File: config.mk
export PLATFORM = sky130hd
export DESIGN_NAME = ght_ctrl
export DESIGN_NICKNAME = d
export VERILOG_FILES = /design/src/ght_pkg.sv /design/src/ght_ctrl.sv
export SDC_FILE = /design/constraint.sdc
export NUM_CORES = 1
export LEC_CHECK = 0
export BUFFER_PORTS_ARGS = -buffer_cell sky130_fd_sc_hd__buf_2
export CAP_MARGIN = 15
export CELL_PAD_IN_SITES_DETAIL_PLACEMENT = 2
export CELL_PAD_IN_SITES_GLOBAL_PLACEMENT = 2
export CORE_AREA = 10 10 47 49
export DETAILED_ROUTE_END_ITERATION = 16
export DIE_AREA = 0 0 57 59
export PLACE_DENSITY = 0.62
export SYNTH_ARGS = -nofsm -noshare
export SYNTH_HDL_FRONTEND = slang
export SYNTH_SLANG_ARGS = --single-unit
export TNS_END_PERCENT = 100
File: constraint.sdc
create_clock -name clk -period 3.5 [get_ports clk]
set_input_delay 0 -clock clk [delete_from_list [all_inputs] [get_ports clk]]
set_output_delay 0 -clock clk [all_outputs]
set_load 0.02 [all_outputs]
File: src/ght_pkg.sv
`default_nettype none

package ght_pkg;

  // active bits are searched in words: first a word that is not full, then a free bit in it
  localparam int WORD_W  = 16;
  localparam int WORD_AW = 4;

  localparam logic [15:0] NO_INDEX = 16'hFFFF;

  typedef enum logic [1:0] {
    REQ_PUT      = 2'd0,
    REQ_RELEASE  = 2'd1,
    REQ_LOOKUP   = 2'd2,
    REQ_RESERVED = 2'd3
  } req_kind_t;

  typedef enum logic [2:0] {
    ST_OK        = 3'd0,
    ST_FULL      = 3'd1,
    ST_BAD_INDEX = 3'd2,
    ST_INACTIVE  = 3'd3,
    ST_STALE     = 3'd4,
    ST_TYPE      = 3'd5
  } status_t;

  typedef struct packed {
    logic [15:0] gen;
    logic [5:0]  tag;
    logic [31:0] obj;
  } slot_word_t;

  typedef struct packed {
    logic accept;
    logic find_word;
    logic find_bit;
    logic exec;
  } ctrl_cmd_t;

  typedef struct packed {
    logic in_is_put;
    logic out_free;
  } dp_stat_t;

endpackage

`default_nettype wire

File: src/ght_ctrl.sv
`default_nettype none

module ght_ctrl
  import ght_pkg::*;
(
  input  logic      clk,
  input  logic      rst,
  input  logic      in_valid,
  output logic      in_ready,
  input  dp_stat_t  stat,
  output ctrl_cmd_t cmd
);

  typedef enum logic [1:0] {
    S_IDLE,
    S_FIND_WORD,
    S_FIND_BIT,
    S_EXEC
  } state_t;

  state_t state;

  always_comb begin
    cmd.accept    = in_ready && in_valid;
    cmd.find_word = (state == S_FIND_WORD);
    cmd.find_bit  = (state == S_FIND_BIT);
    cmd.exec      = (state == S_EXEC) && stat.out_free;
  end

  always_ff @(posedge clk) begin
    if (rst) begin
      state    <= S_IDLE;
      in_ready <= 1'b1;
    end else begin
      case (state)
        S_IDLE: begin
          if (in_valid && in_ready) begin
            in_ready <= 1'b0;
            state    <= stat.in_is_put ? S_FIND_WORD : S_EXEC;
          end
        end
        S_FIND_WORD: state <= S_FIND_BIT;
        S_FIND_BIT:  state <= S_EXEC;
        S_EXEC: begin
          if (stat.out_free) begin
            state    <= S_IDLE;
            in_ready <= 1'b1;
          end
        end
        default: begin
          state    <= S_IDLE;
          in_ready <= 1'b1;
        end
      endcase
    end
  end

`ifndef SYNTHESIS
  a_exec_reopens: assert property (@(posedge clk) disable iff (rst)
    cmd.exec |=> in_ready)
    else $error("input not reopened after execute");

  a_put_searches: assert property (@(posedge clk) disable iff (rst)
    cmd.accept && stat.in_is_put |=> state == S_FIND_WORD)
    else $error("put did not start free slot search");

  a_handle_direct: assert property (@(posedge clk) disable iff (rst)
    cmd.accept && !stat.in_is_put |=> state == S_EXEC && !in_ready)
    else $error("handle request did not go to execute");
`endif

endmodule

`default_nettype wire

==> run metrics <==
status=finished, final reports clean; post-synthesis simple-gate area fraction=about 22%; crit path max fanout=4; Adder-Cell Fraction of Synth Area=about a quarter; CP endpoint kind=register; Iteration-0 DRC Markers=0; FP Rows=14; sequential fraction of the synthesis area=24.9%; Reg power frac=approximately 22%; post-synthesis mux area share=0%; CTS Buffer Depth=2; Final nets=between 50 and 60; Starting Density=17.2%; GPL Wtd Cong=0.737; router iterations before antenna repair=1; clock skew=0.00124 ns; final hold vios=0; Synth Area in XOR/XNOR=0%; post-DR vias/cell=4.38; Worst EP arrival=1.70 ns; die area=3360 um^2; core box area=1400 um^2; CP Class=reg -> reg; DRC Markers=0; Synth Area in Compound Gates=22.8%; Routed wire per std cell=~12 um; Combinational Power Share=55.7%; syn avg cell area=8.62 um^2; Yosys reg bits=3; Syn-to-layout area delta=42.0%; Unique masters post-synth=15; I/O Buffers=9; Slew Limit Fails=0; cell internal pwr=about 0.16 mW; hold crit path type=in -> reg; H-tree Lvls=1; PwrDens=828 nW/um^2; # hold bufs at CTS=1; post-route clock period utilization=44.1%; sw power=around 0.13 mW; CTS tree=built; setup repair bufs after CTS=0; antenna violations before repair=0; Worst Tran Pin Value=0.203 ns; hold path cells=3; pin count of the biggest net entering global routing=6; synth warn=0; reg2reg path depth=5; Cell Area, Synth=between 200 and 250 um^2; syn nets=38; Final TNS setup=0 ns; Post-CTS Resized=0; antenna cells=0; crit-path cells=inv_1 > ha_1 > a21boi_2 > or4_1 > o31ai_1; maximum VDD drop=0.000249 V; Clock power frac=22.1%; synth top area cells=ha_1 (26%), dfxtp_1 (25%), a21oi_1 (6.2%), and2_1 (5.2%), nand2b_1 (5.2%); Sink Count=3; design area=343 um^2; die width=around 57 um; GR Overflow Total=0; largest family of logic cells by synthesized area=adder cells; Crit-path slowest cell=or4_1; Slew HR=a little under nine tenths; number of buffers created by CTS=3; vias=254; hpwl dp=roughly 640 um; dpl cell area=just over 300 um^2; Peak Freq=648 MHz; Setup-failing EPs final=0; first-pass GRT wire length=1.31 mm; Clk Latency, worst-skew pair=0.24 ns; Syn Inst Count=28; drt total wl=711 um; leakage power=between 0.15 and 0.2 nW; share of layout cells above drive strength 1=33.3%; post-synth top area share=25.9%; DIE HEIGHT=roughly 59 um; vias in the first global route=310; Post-DRT Antenna Nets=0; Total GRT Usage=under 10%; root buf cell=clkbuf_4; Worst-path clk slew=0.04 ns; post-layout min period=1.54 ns; area leader, netlist=ha_1; RSZ-0062 raised after global routing=no; Final Util=roughly a quarter; # IOs=10; Worst EP required=about 3.7 ns; Max Cap Violations=0; CP peak stage delay=between 0.5 and 0.6 ns; Sw Share=44.2%; Startpoint Class=register
[Yosys cell counts]
cell type / n
a211o_1: 1
a21boi_2: 1
a21oi_1: 3
and2_1: 2
dfxtp_1: 3
ha_1: 5
inv_1: 3
nand2_1: 1
nand2b_1: 2
nor2_1: 2
nor2b_2: 1
o21ai_0: 1
o21bai_1: 1
o31ai_1: 1
or4_1: 1
[final cells by class]
type | count | area [um^2]
Clock buffer | 4 | 26.3
Fill cell | 173 | 1060
Inverter | 3 | 11.3
Multi-Input combinational cell | 22 | 170
Sequential cell | 3 | 60.1
Tap cell | 16 | 20.0
Timing Repair Buffer | 10 | 55.1
[worst paths after layout]
check	startpoint	to	slack (ns)
worst max-delay path	state[0]$_SDFFE_PP0P_	state[0]$_SDFFE_PP0P_	1.96
worst min register to register	state[1]$_SDFFE_PP0P_	state[1]$_SDFFE_PP0P_	0.53
worst min-delay path	stat[0]	in_ready$_SDFFE_PP1P_	0.08
worst max register to register	state[0]$_SDFFE_PP0P_	state[0]$_SDFFE_PP0P_	1.96
[state kept, by name (all words and copies together) (netlist names)]
register and cells:
in_ready 1, state 2
[critical path: cells and delay by family, from the launching register on]
| family | cells | cell delay [ns] |
|---|---|---|
| and+or+nand+nor | 1 | 0.51 |
| DFF | 1 | 0.34 |
| AOI/OAI and AO/OA | 2 | 0.27 |
| adders and majority gates | 1 | 0.23 |
| buffers and inverters | 1 | 0.10 |
[cell families (layout without fill, tap and decap cells)]
group           Yosys count  count (layout)
simple gates              9               9
fa+ha+maj                 5               5
compound gates            8               8
buf+inv                   3              17
flops                     3               3
[routing by layer]
layer  vias to the layer above  wire [um]  GRT usage, %
li1                        123          -             -
met1                       116        276          4.74
met2                        13        340          7.91
met3                         2         77          4.08
met4                         0         17          3.02
met5                         -          0             0
[metrics by stage]
step | setup WS (ns) | power [mW] | instances | hold slack [ns]
global route | 1.85 | 0.325 | 58 | 0.102
global placement | 1.97 | 0.217 | 53 | 0.205
finish | 1.96 | 0.284 | 58 | 0.0847
CTS | 1.92 | 0.294 | 58 | 0.0865
detailed placement | 1.93 | 0.228 | 53 | 0.208
floorplan | 2.06 | 0.180 | 28 | 0.0691
[placed cells by master (no fill, tap or decap), drive strengths merged, types with 2 or more instances in the layout]
cell type	count
a21oi	3
and2	2
buf	9
clkbuf	4
dfxtp	3
ha	5
inv	3
nand2b	2
nor2	2
[power by group through the flow]
stage               combinational [mW]  sequential [mW]  clock (mW)
global route                     0.186           0.0670      0.0724
finish                           0.158           0.0630      0.0627
floorplan                        0.115           0.0651           0
detailed placement               0.163           0.0651           0
CTS                              0.164           0.0644      0.0653
global placement                 0.152           0.0647           0
No activity file was read; power rests on OpenSTA's default activity.
